[config.mk]
export PLATFORM = sky130hd
export DESIGN_NAME = url_json_escape_encoder
export DESIGN_NICKNAME = d
export VERILOG_FILES = /design/src/rtl/uje_pkg.sv /design/src/rtl/uje_front.sv /design/src/rtl/uje_queue.sv /design/src/rtl/uje_back.sv /design/src/rtl/url_json_escape_encoder.sv
export SDC_FILE = /design/constraint.sdc
export NUM_CORES = 1
export LEC_CHECK = 0
export BUFFER_PORTS_ARGS = -buffer_cell sky130_fd_sc_hd__buf_2
export CAP_MARGIN = 15
export CORE_MARGIN = 5
export CORE_UTILIZATION = 52
export CTS_BUF_LIST = sky130_fd_sc_hd__clkbuf_4 sky130_fd_sc_hd__clkbuf_8 sky130_fd_sc_hd__clkbuf_16
export DETAILED_ROUTE_END_ITERATION = 10
export PLACE_DENSITY = 0.7
export SYNTH_ARGS = -nofsm -noshare
export SYNTH_HDL_FRONTEND = slang
export SYNTH_SLANG_ARGS = --single-unit
export TNS_END_PERCENT = 1
[constraint.sdc]
create_clock -name clk -period 5.79 [get_ports clk]
set_clock_uncertainty 0.05 [all_clocks]
set_input_delay 1.158 -clock clk [delete_from_list [all_inputs] [get_ports clk]]
set_output_delay 1.158 -clock clk [all_outputs]
set_load 0.02 [all_outputs]
[src/rtl/uje_pkg.sv]
// Shared types, constants and helpers of the URL / JSON escape encoder.
// No dependencies; used by every module under rtl.
package uje_pkg;

  localparam int LENGTH_BITS = 16;
  localparam int TOTAL_W     = 16;
  localparam int CMP_W       = (LENGTH_BITS + 1 > 17) ? LENGTH_BITS + 1 : 17;
  localparam logic [LENGTH_BITS-1:0] LEN_MAX = {LENGTH_BITS{1'b1}};

  localparam int QUEUE_DEPTH = 4;
  localparam int QPTR_W      = $clog2(QUEUE_DEPTH);

  localparam logic REG_ESCAPE_MODE     = 1'b0;
  localparam logic REG_BUFFER_CAPACITY = 1'b1;

  localparam logic MODE_URL  = 1'b0;
  localparam logic MODE_JSON = 1'b1;

  localparam logic [7:0] CH_PERCENT   = 8'h25;
  localparam logic [7:0] CH_BACKSLASH = 8'h5C;
  localparam logic [7:0] CH_DASH      = 8'h2D;
  localparam logic [7:0] CH_DOT       = 8'h2E;
  localparam logic [7:0] CH_UNDER     = 8'h5F;
  localparam logic [7:0] CH_TILDE     = 8'h7E;
  localparam logic [7:0] CH_QUOTE     = 8'h22;
  localparam logic [7:0] CH_LBRACE    = 8'h7B;
  localparam logic [7:0] CH_RBRACE    = 8'h7D;
  localparam logic [3:0] NIBBLE_MASK  = 4'hF;

  typedef enum logic [1:0] {
    KIND_PLAIN,
    KIND_PERCENT,
    KIND_BACKSLASH,
    KIND_END
  } kind_t;

  typedef struct packed {
    kind_t                kind;
    logic [7:0]           data;
    logic                 wr;
    logic [TOTAL_W-1:0]   total;
  } cmd_t;

  typedef struct packed {
    logic push;
    cmd_t cmd;
  } push_t;

  typedef struct packed {
    logic pop;
  } pop_t;

  function automatic logic [7:0] hex_char(input logic [3:0] nib);
    logic [7:0] c;
    if (nib < 4'd10) c = 8'h30 + {4'd0, nib};
    else             c = 8'h41 + {4'd0, nib} - 8'd10;
    return c;
  endfunction

endpackage

[src/rtl/uje_front.sv]
// Front end: accepts source bytes, classifies them, runs the length counter and fit test.
// Depends on uje_pkg; feeds uje_queue.
module uje_front (
  input  logic                         clk,
  input  logic                         rst,
  input  logic                         escape_mode,
  input  logic [15:0]                  buffer_capacity,
  input  logic                         in_valid,
  output logic                         in_ready,
  input  logic [7:0]                   in_byte,
  input  logic                         queue_full,
  output uje_pkg::push_t               push
);

  logic [uje_pkg::LENGTH_BITS-1:0] output_length;
  logic [uje_pkg::LENGTH_BITS-1:0] output_length_next;
  logic [1:0]                      k;
  logic [uje_pkg::CMP_W-1:0]       need;
  logic                            fit;
  logic                            accept;
  uje_pkg::kind_t                  kind;

  function automatic logic url_plain(input logic [7:0] c);
    return (c >= 8'h30 && c <= 8'h39) || (c >= 8'h61 && c <= 8'h7A) ||
           (c >= 8'h41 && c <= 8'h5A) || c == uje_pkg::CH_DASH ||
           c == uje_pkg::CH_DOT || c == uje_pkg::CH_UNDER || c == uje_pkg::CH_TILDE;
  endfunction

  assign in_ready = !queue_full;
  assign accept   = in_valid && in_ready;

  always_comb begin
    if (in_byte == 8'd0) begin
      kind = uje_pkg::KIND_END;
      k    = 2'd1;
    end else if (escape_mode == uje_pkg::MODE_URL) begin
      if (url_plain(in_byte)) begin
        kind = uje_pkg::KIND_PLAIN;
        k    = 2'd1;
      end else begin
        kind = uje_pkg::KIND_PERCENT;
        k    = 2'd3;
      end
    end else if (in_byte == uje_pkg::CH_QUOTE || in_byte == uje_pkg::CH_LBRACE ||
                 in_byte == uje_pkg::CH_RBRACE) begin
      kind = uje_pkg::KIND_BACKSLASH;
      k    = 2'd2;
    end else begin
      kind = uje_pkg::KIND_PLAIN;
      k    = 2'd1;
    end

    need = uje_pkg::CMP_W'(output_length) + uje_pkg::CMP_W'(k);
    fit  = (buffer_capacity != 16'd0) &&
           (need <= uje_pkg::CMP_W'(buffer_capacity)) &&
           (need <= uje_pkg::CMP_W'(uje_pkg::LEN_MAX));

    if (kind == uje_pkg::KIND_END) begin
      output_length_next = '0;
    end else if (need > uje_pkg::CMP_W'(uje_pkg::LEN_MAX)) begin
      output_length_next = uje_pkg::LEN_MAX;
    end else begin
      output_length_next = uje_pkg::LENGTH_BITS'(need);
    end

    push.push      = accept;
    push.cmd.kind  = kind;
    push.cmd.data  = in_byte;
    push.cmd.wr    = fit;
    push.cmd.total = (kind == uje_pkg::KIND_END) ?
                     uje_pkg::TOTAL_W'(output_length) : '0;
  end

  always_ff @(posedge clk) begin
    if (rst) begin
      output_length <= '0;
    end else if (accept) begin
      output_length <= output_length_next;
    end
  end

endmodule

[src/rtl/uje_queue.sv]
// Short command queue between the front and back ends.
// Depends on uje_pkg.
module uje_queue (
  input  logic           clk,
  input  logic           rst,
  input  uje_pkg::push_t push,
  output logic           full,
  input  uje_pkg::pop_t  pop,
  output logic           head_valid,
  output uje_pkg::cmd_t  head
);

  uje_pkg::cmd_t                mem [uje_pkg::QUEUE_DEPTH];
  logic [uje_pkg::QPTR_W-1:0]   wptr;
  logic [uje_pkg::QPTR_W-1:0]   rptr;
  logic [uje_pkg::QPTR_W:0]     count;
  logic                         do_push;
  logic                         do_pop;

  assign full       = (count == (uje_pkg::QPTR_W+1)'(uje_pkg::QUEUE_DEPTH));
  assign head_valid = (count != '0);
  assign head       = mem[rptr];
  assign do_push    = push.push && !full;
  assign do_pop     = pop.pop && head_valid;

  always_ff @(posedge clk) begin
    if (do_push) begin
      mem[wptr] <= push.cmd;
    end
  end

  always_ff @(posedge clk) begin
    if (rst) begin
      wptr  <= '0;
      rptr  <= '0;
      count <= '0;
    end else begin
      if (do_push) wptr <= wptr + 1'b1;
      if (do_pop)  rptr <= rptr + 1'b1;
      if (do_push && !do_pop) begin
        count <= count + 1'b1;
      end else if (do_pop && !do_push) begin
        count <= count - 1'b1;
      end
    end
  end

endmodule

[src/rtl/uje_back.sv]
// Back end: expands queued commands into registered output beats, one per cycle unless stalled.
// Depends on uje_pkg; reads uje_queue.
module uje_back (
  input  logic                          clk,
  input  logic                          rst,
  input  logic                          head_valid,
  input  uje_pkg::cmd_t                 head,
  output uje_pkg::pop_t                 pop,
  output logic                          out_valid,
  input  logic                          out_ready,
  output logic [7:0]                    out_byte,
  output logic                          is_end,
  output logic                          written,
  output logic [uje_pkg::TOTAL_W-1:0]   total_length,
  output logic                          last_of_run
);

  logic [1:0]  idx;
  logic        advance;
  logic        beat_last;
  logic [7:0]  beat_byte;

  always_comb begin
    beat_last = 1'b1;
    beat_byte = head.data;
    case (head.kind)
      uje_pkg::KIND_PLAIN: begin
        beat_byte = head.data;
        beat_last = 1'b1;
      end
      uje_pkg::KIND_PERCENT: begin
        case (idx)
          2'd0: begin
            beat_byte = uje_pkg::CH_PERCENT;
            beat_last = 1'b0;
          end
          2'd1: begin
            beat_byte = uje_pkg::hex_char(head.data[7:4] & uje_pkg::NIBBLE_MASK);
            beat_last = 1'b0;
          end
          default: begin
            beat_byte = uje_pkg::hex_char(head.data[3:0] & uje_pkg::NIBBLE_MASK);
            beat_last = 1'b1;
          end
        endcase
      end
      uje_pkg::KIND_BACKSLASH: begin
        beat_byte = (idx == 2'd0) ? uje_pkg::CH_BACKSLASH : head.data;
        beat_last = (idx != 2'd0);
      end
      uje_pkg::KIND_END: begin
        beat_byte = 8'd0;
        beat_last = 1'b1;
      end
      default: begin
        beat_byte = head.data;
        beat_last = 1'b1;
      end
    endcase
  end

  assign advance = head_valid && (!out_valid || out_ready);
  assign pop.pop = advance && beat_last;

  always_ff @(posedge clk) begin
    if (rst) begin
      out_valid <= 1'b0;
      idx       <= 2'd0;
    end else begin
      if (!out_valid || out_ready) out_valid <= head_valid;
      if (advance) idx <= beat_last ? 2'd0 : idx + 2'd1;
    end
  end

  always_ff @(posedge clk) begin
    if (advance) begin
      out_byte     <= beat_byte;
      is_end       <= (head.kind == uje_pkg::KIND_END);
      written      <= head.wr;
      total_length <= head.total;
      last_of_run  <= beat_last;
    end
  end

endmodule

[src/rtl/url_json_escape_encoder.sv]
// Top level of the URL / JSON escape encoder: configuration registers and wiring.
// Depends on uje_pkg, uje_front, uje_queue and uje_back.
//
//  channel  | direction | handshake              | payload
//  s_axis   | in        | s_axis_tvalid/tready   | tdata[7:0] in_byte
//  m_axis   | out       | m_axis_tvalid/tready   | tdata out_byte,total_length; tuser; tlast
//  cfg      | in        | cfg_valid/cfg_ready    | cfg_index, cfg_data
//
// Output runs at one beat per cycle while m_axis_tready is high; a plain byte takes 1 beat,
// a JSON escape 2, a percent escape 3, so the back end sets the sustained input rate.
// The front end takes one byte per cycle while the four-entry queue has room.
// An accepted byte is written into the queue, then registered out of its head as a beat.
// Reset clears the length counter, the queue and both registers; no clearing pass.
module url_json_escape_encoder (
  input  logic        clk,
  input  logic        rst,
  input  logic        s_axis_tvalid,
  output logic        s_axis_tready,
  input  logic [7:0]  s_axis_tdata,   // [7:0] in_byte
  output logic        m_axis_tvalid,
  input  logic        m_axis_tready,
  output logic [23:0] m_axis_tdata,   // [7:0] out_byte, [23:8] total_length
  output logic [1:0]  m_axis_tuser,   // [0] is_end, [1] written
  output logic        m_axis_tlast,   // last_of_run
  input  logic        cfg_valid,
  output logic        cfg_ready,
  input  logic        cfg_index,
  input  logic [15:0] cfg_data
);

  logic           escape_mode;
  logic [15:0]    buffer_capacity;
  logic           queue_full;
  logic           head_valid;
  uje_pkg::cmd_t  head;
  uje_pkg::push_t push;
  uje_pkg::pop_t  pop;

  assign cfg_ready = 1'b1;

  always_ff @(posedge clk) begin
    if (rst) begin
      escape_mode     <= uje_pkg::MODE_URL;
      buffer_capacity <= '0;
    end else if (cfg_valid && cfg_ready) begin
      case (cfg_index)
        uje_pkg::REG_ESCAPE_MODE:     escape_mode     <= cfg_data[0];
        uje_pkg::REG_BUFFER_CAPACITY: buffer_capacity <= cfg_data;
        default: ;
      endcase
    end
  end

  uje_front u_front (
    .clk             (clk),
    .rst             (rst),
    .escape_mode     (escape_mode),
    .buffer_capacity (buffer_capacity),
    .in_valid        (s_axis_tvalid),
    .in_ready        (s_axis_tready),
    .in_byte         (s_axis_tdata),
    .queue_full      (queue_full),
    .push            (push)
  );

  uje_queue u_queue (
    .clk        (clk),
    .rst        (rst),
    .push       (push),
    .full       (queue_full),
    .pop        (pop),
    .head_valid (head_valid),
    .head       (head)
  );

  uje_back u_back (
    .clk          (clk),
    .rst          (rst),
    .head_valid   (head_valid),
    .head         (head),
    .pop          (pop),
    .out_valid    (m_axis_tvalid),
    .out_ready    (m_axis_tready),
    .out_byte     (m_axis_tdata[7:0]),
    .is_end       (m_axis_tuser[0]),
    .written      (m_axis_tuser[1]),
    .total_length (m_axis_tdata[23:8]),
    .last_of_run  (m_axis_tlast)
  );

  a_end_is_last: assert property (@(posedge clk) disable iff (rst)
    m_axis_tvalid && m_axis_tuser[0] |-> m_axis_tlast)
    else $error("end beat without last_of_run");

  a_total_only_on_end: assert property (@(posedge clk) disable iff (rst)
    m_axis_tvalid && !m_axis_tuser[0] |-> m_axis_tdata[23:8] == 16'd0)
    else $error("total_length set on a data beat");

  a_run_written_steady: assert property (@(posedge clk) disable iff (rst)
    m_axis_tvalid && m_axis_tready && !m_axis_tlast |=>
      m_axis_tvalid && m_axis_tuser[1] == $past(m_axis_tuser[1]))
    else $error("expansion broken or written flag changed mid-run");

  a_no_push_when_full: assert property (@(posedge clk) disable iff (rst)
    queue_full |-> !push.push)
    else $error("push into full queue");

endmodule

==> results of run 1 <==
-- power by group through the flow --
stage / clock network [mW] / logic [mW] / registers (mW)
5_1_grt: 1.18 / 1.06 / 1.77
4_1_cts: 1.12 / 0.976 / 1.75
6_report: 1.10 / 0.968 / 1.74
2_1_floorplan: 0 / 0.574 / 1.87
3_5_place_dp: 0 / 0.971 / 1.78
3_3_place_gp: 0 / 0.956 / 1.77
-- cell families (layout without fill, tap and decap cells) --
group,after synthesis,in the layout
xor gates and xnor gates,21,21
muxes,31,31
AOI/OAI and AO/OA,115,115
adders and majority gates,33,33
and+or+nand+nor,177,177
other,1,1
buffers and inverters,65,132
DFF,180,180
-- metal layers --
metal / track usage / vias up
met5: 0 / -
li1: - / 2435
met4: 0.0778 / 0
met3: 0.0421 / 24
met2: 0.285 / 172
met1: 0.248 / 2444
-- path summary, 6_finish.rpt --
path,startpoint,end,slack (ns)
worst max-delay path,s_axis_tdata[2],u_queue.mem[3][16],0.64
worst min-delay path,u_back.out_valid,u_back.out_valid,0.42
worst max register to register,escape_mode,u_queue.mem[3][16],1.77
worst min register to register,u_back.out_valid,u_back.out_valid,0.42
-- Yosys cell counts (all sizes together) (5+ instances only) --
library cell / count
edfxtp: 135
nand2: 71
a21oi: 51
dfxtp: 45
inv: 36
ha: 31
mux4: 26
nor2: 25
and3: 23
buf: 14
clkbuf: 14
nor3: 14
o21ai: 14
xor2: 11
a21o: 10
xnor2: 10
nand3: 9
o22ai: 8
nand4: 7
o211ai: 7
and2: 6
nor4: 6
nor2b: 5
-- area by class of cell --
cell class	instances	area share
Tap cell	211	0.0289
Timing Repair Buffer	64	0.0367
Multi-Input combinational cell	378	0.314
Clock inverter	13	0.0138
Sequential cell	180	0.543
Inverter	36	0.0148
Clock buffer	19	0.0483
-- worst register-to-register path, stage by stage (launching register included) --
cell and delay (ns):
dfxtp_1 0.36, a41oi_1 0.21, o31ai_1 0.15, o21ai_0 0.45
fa_1 0.34, and2_4 0.21, nor4b_4 0.36, nand3_1 0.17
xnor2_1 0.22, ha_1 0.28, nand4_1 0.14, nor3_1 0.08
nand4_1 0.09, o21ai_0 0.11, o311a_2 0.38, o21a_1 0.14
-- cell usage in the layout (no fill, tap or decap), types with 7 or more instances in the layout --
cell type	Yosys	layout
nand3_1	9	9
xor2_1	11	11
nor2_1	25	25
buf_2	8	58
o21ai_0	12	12
edfxtp_1	135	135
a21o_1	10	10
dfxtp_1	45	44
nand2_1	71	71
mux4_2	26	26
clkbuf_16	0	17
ha_1	31	31
a21oi_1	51	51
o22ai_1	8	8
o211ai_1	7	7
and3_1	21	17
inv_1	36	36
xnor2_1	10	10
nor3_1	12	12
-- state kept, by name (all words and copies together) (netlist names), named ones only --
signal	flops
u_queue.rptr	2
u_back.out_valid	1
u_back.idx	2
u_back.total_length	16
u_queue.mem	108
u_queue.count	3
escape_mode	1
u_front.output_length	16
u_queue.wptr	2
u_back.out_byte	8
u_back.is_end	1
u_back.written	1
buffer_capacity	16
u_back.last_of_run	1
-- stage by stage --
step                cell area [µm²]  hold slack (ns)  utilization  cells  worst slack, ns
finish                         9130            0.417        0.598    901            0.637
global route                   9130            0.448        0.598    901            0.482
CTS                            9130            0.424        0.598    901            0.724
detailed placement             8560            0.416        0.561    869            0.486
global placement               8560            0.411        0.561    869            0.578
floorplan                      8130            0.395            -    623            0.783
==> summary.md, run 1 <==
| Metric | Value |
|---|---|
| Status | `finished clean` |
| Hold_buf cts | `0` |
| CTS tree | `built` |
| Final hold violation count | `0` |
| Clk Tree Root Cell | `clkbuf_16` |
| Worst Setup End Kind | `flip-flop` |
| RSZ-0062 raised after global routing | `false` |
| Crit path buffers/inverters | `1` |
| DP Wirelength | `~10,000 µm` |
| Initial Util | `0.533` |
| Core area | `approximately 15,000 µm²` |
| Required @ worst endpoint | `5.91 ns` |
| Avg WL per Cell | `between 15 and 20 µm` |
| CP Depth | `19` |
| Drc violations | `0` |
| Die Y | `roughly 140 µm` |
| Fmax achieved | `194 MHz` |
| DR vias/cell | `around 5.6` |
| Area delta synth->final | `12.2%` |
| Synth warnings | `0` |
| Area contributors post-synth | `edfxtp_1, dfxtp_1, mux4_2, ha_1, nand2_1` |
| Largest family of logic cells by synthesized area | `simple AND/OR/NAND/NOR gates` |
| Power Density | `~420 nW/µm²` |
| Largest net degree at the start of global routing | `45` |
| Met3 wire length | `approximately 940 µm` |
| I/O Buffers | `slightly below 60` |
| Setup CP Type | `primary input to flip-flop` |
| Asr flop ratio synth | `0` |
| Critical-path cell list | `buf_2 > or4_1 > o22ai_1 > a31oi_1 > nor2_1 > o31ai_1 > o21ai_0 > fa_1 > and2_4 > nor4b_4 > nand3_1 > xnor2_1 > ha_1 > nand4_1 > nor3_1 > nand4_1 > o21ai_0 > o311a_2 > o21a_1` |
| Area of the multi-input gates | `2870 µm²` |
| Synth area leader | `edfxtp_1` |
| Switching share of power | `0.310` |
| Final net count | `740` |
| Synth cell types | `58` |
| Initial antenna violation count | `0` |
| Sequential cell area | `slightly below 5000 µm²` |
| Post-Syn Area per Cell | `approximately 13 µm²` |
| CP top delay family | `simple AND/OR/NAND/NOR gates` |
| Post-Synth Simple-Gate Area | `0.111` |
| Top Metal Used | `met4` |
| Max Slew Vio Count | `0` |
| Seq/Total Area, Yosys | `0.609` |
| Dominant synthesized flop cell | `edfxtp_1` |
| Clk slew on worst S/H paths | `roughly 0.060 ns` |
| Crit-path slowest cell | `or4_1` |
| Top-Level Pins | `60` |
| Post_cts resized | `0` |
| Post-Route M1 WL | `about 7000 µm` |
| Post-Synth XOR/XNOR Area | `0.0226` |
| Row count | `45` |
| Routed vias | `around 5,100` |
| GRT overflow | `0` |
| Final min period | `just over 5 ns` |
| Detailed Routing Iterations Pass 1 | `5` |
| Worst r2r path cells | `15` |
| Cell Area, Synth | `about 8000 µm²` |
| Top-area cell type share of the netlist area | `0.499` |
| Synthesized instance count | `623` |
| H-tree depth | `4` |
| Drt total wl | `~16,000 µm` |
| Vias in the first global route | `a little over 5,000` |
| Worst-case clock buffer depth | `2` |
| EDFF count, synth | `around 140` |
| Setup_tns | `0 ns` |
| VDD IR-drop max | `between 0.2 and 0.25 mV` |
| N_diodes | `0` |
| Critical-path maximum fanout | `10` |
| Clk_lat worst skew | `around 0.43 ns` |
| Synth Register Bits | `180` |
| Hold Crit Class | `flip-flop to flip-flop` |
| Die area | `between 15,000 and 20,000 µm²` |
| Met2 WL | `approximately 7500 µm` |
| Routability cong. | `between 0.8 and 0.9` |
| Sequential share of power | `0.458` |
| Clock sink total | `180` |
| Crit path launch type | `primary input` |
| Share of layout cells above drive strength 1 | `0.201` |
| Post-CTS Setup Repair Bufs | `0` |
| Total track usage | `0.182` |
| Detail Route Antenna Nets | `0` |
| Relative slew slack | `0.417` |
| Fraction of synthesized area in multiplexers | `0.0785` |
| Synth Area in Adders | `0.0526` |
| Layout filler cell count | `about 1,200` |
| Maxcap violations | `0` |
| Crit path largest cell delay | `about 0.54 ns` |
| Gate power share | `0.254` |
| Psw | `approximately 1.2 mW` |
| First-pass GRT wire length | `between 20,000 and 30,000 µm` |
| Share of total power in the clock network | `0.288` |
| Chip Width | `~140 µm` |
| Endpoints failing setup | `0` |
| Worst-Margin Slew | `0.874 ns` |
| Leakage | `around 3.4 nW` |
| Internal power | `approximately 2.6 mW` |
| Crit path DAT | `between 5 and 6 ns` |
| Final worst-path cycle share | `0.890` |
| Synth Area in Compound Gates | `0.0872` |
| Total CTS buffers | `17` |
| Syn_nets | `just under 700` |
| Tot Pwr | `~3.8 mW` |
| First DRT Iteration DRCs | `about 430` |
| Hold Path Stages | `2` |
(Power assumes the default switching activity.)
==> run 2: changes to the inputs <==
--- a/config.mk
+++ b/config.mk
@@ -11,7 +11,7 @@
 export CORE_UTILIZATION = 52
 export CTS_BUF_LIST = sky130_fd_sc_hd__clkbuf_4 sky130_fd_sc_hd__clkbuf_8 sky130_fd_sc_hd__clkbuf_16
 export DETAILED_ROUTE_END_ITERATION = 10
-export PLACE_DENSITY = 0.7
+export PLACE_DENSITY = 0.81
 export SYNTH_ARGS = -nofsm -noshare
 export SYNTH_HDL_FRONTEND = slang
 export SYNTH_SLANG_ARGS = --single-unit
==> summary.md, run 2 (synthesis gave the netlist of run 1 again) <==
| Metric | Value |
|---|---|
| Post-place setup slack | `0.414 ns (-0.0721 ns)` |
| N_diodes | `0 (unchanged)` |
| Final net count | `743 (+0.41%)` |
| Status | `finished clean` |
| Critical-path maximum fanout | `10 (unchanged)` |
| Vias in the first global route | `5,244 (+4.1%)` |
| Row count | `45 (unchanged)` |
| Commonest cells after routing, fill and taps aside | `edfxtp_1, nand2_1, buf_2` |
| Final min period | `5.06 ns (-0.0936 ns)` |
| Detailed Routing Iterations Pass 1 | `5 (unchanged)` |
| RSZ-0062 raised after global routing | `false` |
| Detail Route Antenna Nets | `0 (unchanged)` |
| Critical-path cell list | `buf_2 > or4_1 > o22ai_1 > a31oi_1 > nor2_1 > o31ai_1 > o21ai_0 > fa_1 > and2_4 > nor4b_4 > nand3_1 > xnor2_1 > ha_1 > nand4_1 > nor3_1 > nand4_1 > o21ai_0 > o311a_2 > o21a_1` |
| DP Wirelength | `10,600 µm (+3.8%)` |
| Top reg by flops | `u_queue.mem` |
| First DRT Iteration DRCs | `519 (+22%)` |
| Max FFs per register | `108 (unchanged)` |
| Final worst-path cycle share | `0.874 (-0.0162)` |
| Crit path largest cell delay | `0.52 ns (-0.02 ns)` |
| Post-CTS Setup Repair Bufs | `0 (unchanged)` |
| Share of layout cells above drive strength 1 | `0.201 (-0.000872)` |
| Total track usage | `0.190 (+0.00711)` |
| Routed vias | `5,206 (+2.6%)` |
| Top-Level Pins | `60 (unchanged)` |
| Initial Util | `0.533 (unchanged)` |
| Max Slew Vio Count | `0 (unchanged)` |
| Worst Setup Slack, final | `0.731 ns (+0.0936 ns)` |
| Worst-case clock buffer depth | `2 (unchanged)` |
| Share of total power in the clock network | `0.290 (+0.002)` |
| H-tree depth | `4 (unchanged)` |
| Hold Crit Class | `flip-flop to flip-flop` |
| Maxcap violations | `0 (unchanged)` |
| Power Density | `418 nW/µm² (+0.18%)` |
| DR vias/cell | `5.76 (+2.2%)` |
| Crit-path slowest cell | `or4_1` |
| Clk Tree Root Cell | `clkbuf_16` |
| First-pass GRT wire length | `26,900 µm (+4.1%)` |
| Routability cong. | `0.871 (+2.4%)` |
| Final hold violation count | `0 (unchanged)` |
| Fmax achieved | `198 MHz (+1.8%)` |
| Psw | `1.20 mW (+1.6%)` |
| Crit path launch type | `primary input` |
| Setup CP Type | `primary input to flip-flop` |
| Drc violations | `0 (unchanged)` |
| CTS tree | `built` |
| Internal power | `2.63 mW (about the same)` |
| Total CTS buffers | `17 (unchanged)` |
| Core area | `15,300 µm² (unchanged)` |
| Die area | `18,200 µm² (unchanged)` |
| Drt total wl | `16,200 µm (+2.3%)` |
| Setup_tns | `0 ns (unchanged)` |
| Endpoints failing setup | `0 (unchanged)` |
| Worst Setup End Kind | `flip-flop` |
| Clk_lat worst skew | `0.44 ns (about the same)` |
| Most common cell after layout, fill and taps aside | `edfxtp_1` |
| Clk slew on worst S/H paths | `0.06 ns (about the same)` |
| GRT overflow | `0 (unchanged)` |
| Sequential share of power | `0.455 (-0.003)` |
| Post_cts resized | `0 (unchanged)` |
| Area delta synth->final | `12.6%` |
| Initial antenna violation count | `0 (unchanged)` |
| VDD IR-drop max | `0.211 mV (+3.6%)` |
| Required @ worst endpoint | `5.92 ns (about the same)` |
| Crit path DAT | `5.19 ns (-0.08 ns)` |
| Leakage | `3.46 nW (+0.43%)` |
| Worst-Margin Slew | `0.826 ns (-0.0478 ns)` |
| Hold Worst Slack | `0.419 ns (+0.00145 ns)` |
| I/O Buffers | `58 (unchanged)` |
| Largest net degree at the start of global routing | `45 (unchanged)` |
| Switching share of power | `0.314 (+0.00346)` |
| Hold_buf cts | `0 (unchanged)` |
| Gate power share | `0.256 (+0.002)` |
| Clock sink total | `180 (unchanged)` |
| Chip Width | `135 µm (unchanged)` |
| Die Y | `135 µm (unchanged)` |
| Avg WL per Cell | `17.9 µm (+2.0%)` |
| Relative slew slack | `0.449 (+0.0326)` |
[run 2: cell types whose count changed in the layout (fill, tap and decap cells not counted)]
cell        delta
clkinv_4       -1
clkinvlp_4     +2
clkbuf_4       -1
clkinv_1       -1
inv_6          +1
and3_1         +4
clkinv_2       -1
inv_8          +1
and3_2         -4
buf_4          +3
[run 2: final timing paths]
kind                                        from            endpoint  slack [ns]  cells after the start
worst max-delay path             s_axis_tdata[2]  u_queue.mem[1][16]        0.73                     19
worst min-delay path            u_back.out_valid    u_back.out_valid        0.42                      2
worst max register to register       escape_mode  u_queue.mem[1][16]        1.95                     15
worst min register to register  u_back.out_valid    u_back.out_valid        0.42                      2
[run 2: power groups by stage]
| stage | clock, mW | sequential, mW | combinational [mW] |
|---|---|---|---|
| 5_1_grt | 1.18 | 1.76 | 1.08 |
| 2_1_floorplan | 0 | 1.87 | 0.574 |
| 6_report | 1.11 | 1.74 | 0.980 |
| 3_5_place_dp | 0 | 1.77 | 0.974 |
| 3_3_place_gp | 0 | 1.76 | 0.928 |
| 4_1_cts | 1.12 | 1.74 | 0.986 |
[run 2: area by class of cell]
class / instances / area, µm²
Fill cell: 1171 / 6100
Sequential cell: 180 / 4960
Multi-Input combinational cell: 378 / 2860
Clock buffer: 18 / 433
Timing Repair Buffer: 67 / 358
Tap cell: 211 / 264
Clock inverter: 14 / 144
Inverter: 36 / 135
[run 2: layer usage]
metal	vias up	GRT usage	share of wire
met2	210	0.315	0.50
met1	2522	0.244	0.42
met3	32	0.0492	0.062
met4	0	0.0638	0.021
met5	-	0	0
li1	2442	-	-
[run 2: per-stage QoR]
| stage | cell area (µm²) | power (mW) | instances | util |
|---|---|---|---|---|
| floorplan | 8130 | 2.45 | 623 | - |
| global placement | 8580 | 2.68 | 872 | 0.562 |
| detailed placement | 8580 | 2.74 | 872 | 0.562 |
| CTS | 9150 | 3.85 | 904 | 0.600 |
| global route | 9150 | 4.02 | 904 | 0.600 |
| finish | 9150 | 3.83 | 904 | 0.600 |
[run 2: critical path: cells and delay by family]
family | cells | cell delay [ns]
simple gates | 8 | 1.72
fa+ha+maj | 2 | 0.61
xor+xnor | 1 | 0.17
buf+inv | 1 | 0.16
compound gates | 7 | 1.37
==> run 3: changes to the inputs <==
--- a/config.mk
+++ b/config.mk
@@ -11,7 +11,7 @@
 export CORE_UTILIZATION = 52
 export CTS_BUF_LIST = sky130_fd_sc_hd__clkbuf_4 sky130_fd_sc_hd__clkbuf_8 sky130_fd_sc_hd__clkbuf_16
 export DETAILED_ROUTE_END_ITERATION = 10
-export PLACE_DENSITY = 0.81
+export PLACE_DENSITY = 0.84
 export SYNTH_ARGS = -nofsm -noshare
 export SYNTH_HDL_FRONTEND = slang
 export SYNTH_SLANG_ARGS = --single-unit
==> constraint.sdc (replaced) <==
create_clock -name clk -period 4.6 [get_ports clk]
set_clock_uncertainty 0.05 [all_clocks]
set_input_delay 0.92 -clock clk [delete_from_list [all_inputs] [get_ports clk]]
set_output_delay 0.92 -clock clk [all_outputs]
set_load 0.02 [all_outputs]
==> summary.md, run 3 (synthesis gave the netlist of run 1 again) <==
| Metric | Value |
|---|---|
| Status | `finished clean` |
| Final min period | `about 4.5 ns` |
| Required @ worst endpoint | `4.72 ns (-1.20 ns)` |
| Core area | `15,300 µm² (unchanged)` |
| Placed cells | `901 (+3.3%)` |
| Final worst-path cycle share | `0.970` |
| Most common cell after layout, fill and taps aside | `edfxtp_1` |
| Crit path launch type | `primary input` |
| Critical-path maximum fanout | `6 (-4)` |
| Worst Setup End Kind | `flip-flop` |
| Clk Tree Root Cell | `clkbuf_16` |
| Routed vias | `5,361 (+3.0%)` |
| Initial Util | `0.533 (unchanged)` |
| Relative slew slack | `0.405 (-0.0437)` |
| First DRT Iteration DRCs | `517 (-0.39%)` |
| Top reg by flops | `u_queue.mem` |
| Detail Route Antenna Nets | `0 (unchanged)` |
| Row count | `45 (unchanged)` |
| Placed Area | `8810 µm² (+2.7%)` |
| Crit path DAT | `4.58 ns (-0.61 ns)` |
| CTS tree | `built` |
| Chip Width | `135 µm (unchanged)` |
| Die area | `18,200 µm² (unchanged)` |
| Hold Crit Class | `flip-flop to flip-flop` |
| H-tree depth | `4 (unchanged)` |
| Hold_buf cts | `0 (unchanged)` |
| Initial antenna violation count | `0 (unchanged)` |
| Maxcap violations | `0 (unchanged)` |
| Tot Pwr | `4.79 mW (+25%)` |
| VDD IR-drop max | `0.291 mV (+38%)` |
| Share of layout cells above drive strength 1 | `0.238 (+0.0376)` |
| Setup CP Type | `primary input to flip-flop` |
| R2R setup slack | `0.78 ns (-1.17 ns)` |
| N_diodes | `0 (unchanged)` |
| Worst-case clock buffer depth | `2 (unchanged)` |
| Largest net degree at the start of global routing | `45 (unchanged)` |
| Vias in the first global route | `5,517 (+5.2%)` |
| Max FFs per register | `108 (unchanged)` |
| Fmax achieved | `224 MHz` |
| DR vias/cell | `5.75 (-0.22%)` |
| Cell Count, Final, Fillers Out | `933 (+3.2%)` |
| Endpoints failing setup | `0 (unchanged)` |
| Layout filler cell count | `1,110 (-5.2%)` |
| Worst Setup Slack, final | `0.140 ns (-0.591 ns)` |
| Avg WL per Cell | `17.7 µm (-1.2%)` |
| Clk slew on worst S/H paths | `0.06 ns (about the same)` |
| Detailed Routing Iterations Pass 1 | `5 (unchanged)` |
| Worst-Margin Slew | `0.892 ns (+0.0656 ns)` |
| Area delta synth->final | `15.2%` |
| Leakage | `3.60 nW (+4.1%)` |
| Total track usage | `0.191 (+0.00165)` |
| GRT overflow | `0 (unchanged)` |
| Drt total wl | `16,500 µm (+1.9%)` |
| Drc violations | `0 (unchanged)` |
| Post-place setup slack | `-0.307 ns (-0.721 ns)` |
| Top-Level Pins | `60 (unchanged)` |
| Total CTS buffers | `17 (unchanged)` |
| First-pass GRT wire length | `27,200 µm (+1.3%)` |
| Final hold violation count | `0 (unchanged)` |
| Clk_lat worst skew | `0.44 ns (about the same)` |
| Die Y | `135 µm (unchanged)` |
| Power Density | `511 nW/µm² (+22%)` |
| I/O Buffers | `58 (unchanged)` |
| Routability cong. | `0.905 (+4.0%)` |
| Clock sink total | `180 (unchanged)` |
| Finished Cell Area | `9370 µm² (+2.4%)` |
| Max Slew Vio Count | `0 (unchanged)` |
| DP Wirelength | `10,900 µm (+2.8%)` |
| Commonest cells after routing, fill and taps aside | `edfxtp_1, nand2_1, buf_2` |
| Final net count | `772 (+3.9%)` |
| Hold Worst Slack | `0.425 ns (+0.00602 ns)` |
## run 3: stage by stage
step                      utilization  TNS [ns]
after detailed placement        0.577     -1.23
after global routing            0.614   -0.0552
final                           0.614         0
after global placement          0.577    -0.625
after CTS                       0.613         0
after floorplan                     -         0
## run 3: path summary, 6_finish.rpt
path / start / end / cells past startpoint
setup / recovery: s_axis_tdata[2] / u_queue.mem[2][16] / 19
setup reg to reg: flip-flop / u_queue.count[2] / 13
hold reg to reg: u_back.out_valid / u_back.out_valid / 2
hold / removal: u_back.out_valid / u_back.out_valid / 2
## run 3: what timing repair did
| item | CTS | global route |
|---|---|---|
| gates resized for setup | 0 | 5 |
| endpoints found under the setup margin | 0 | 4 |
| setup buffers | 0 | 0 |
## run 3: critical path, stage by stage
cell and delay [ns]:
buf_2 0.11, or4_1 0.52, o22ai_1 0.14, a31oi_1 0.06
nor2_1 0.17, o31ai_2 0.09, o21ai_1 0.27, fa_1 0.26
and2_4 0.19, nor4b_4 0.25, nand3_1 0.15, xnor2_1 0.22
ha_1 0.28, nand4_1 0.15, nor3_2 0.07, nand4_1 0.09
o21ai_0 0.12, o311a_2 0.39, o21a_1 0.14
## run 3: where the power goes
part,internal (mW),switching [mW]
sequential,2.09,0.0960
clock,0.744,0.599
combinational,0.475,0.787
## run 3: cell type report
| class | count | area [µm²] | share of cell area |
|---|---|---|---|
| sequential | 180 | 4960 | 0.529 |
| multi-input combinational | 378 | 2890 | 0.309 |
| timing repair buffer | 96 | 576 | 0.0614 |
| clock buffer | 18 | 433 | 0.0462 |
| tap | 211 | 264 | 0.0282 |
| inverter | 36 | 135 | 0.0144 |
| clock inverter | 14 | 113 | 0.0120 |
## run 3: per-layer routing
metal,global-route usage,share of wire,vias to the layer above
met2,0.309,0.49,248
li1,-,-,2505
met1,0.243,0.41,2558
met5,0,0,-
met3,0.0399,0.070,50
met4,0.102,0.035,0
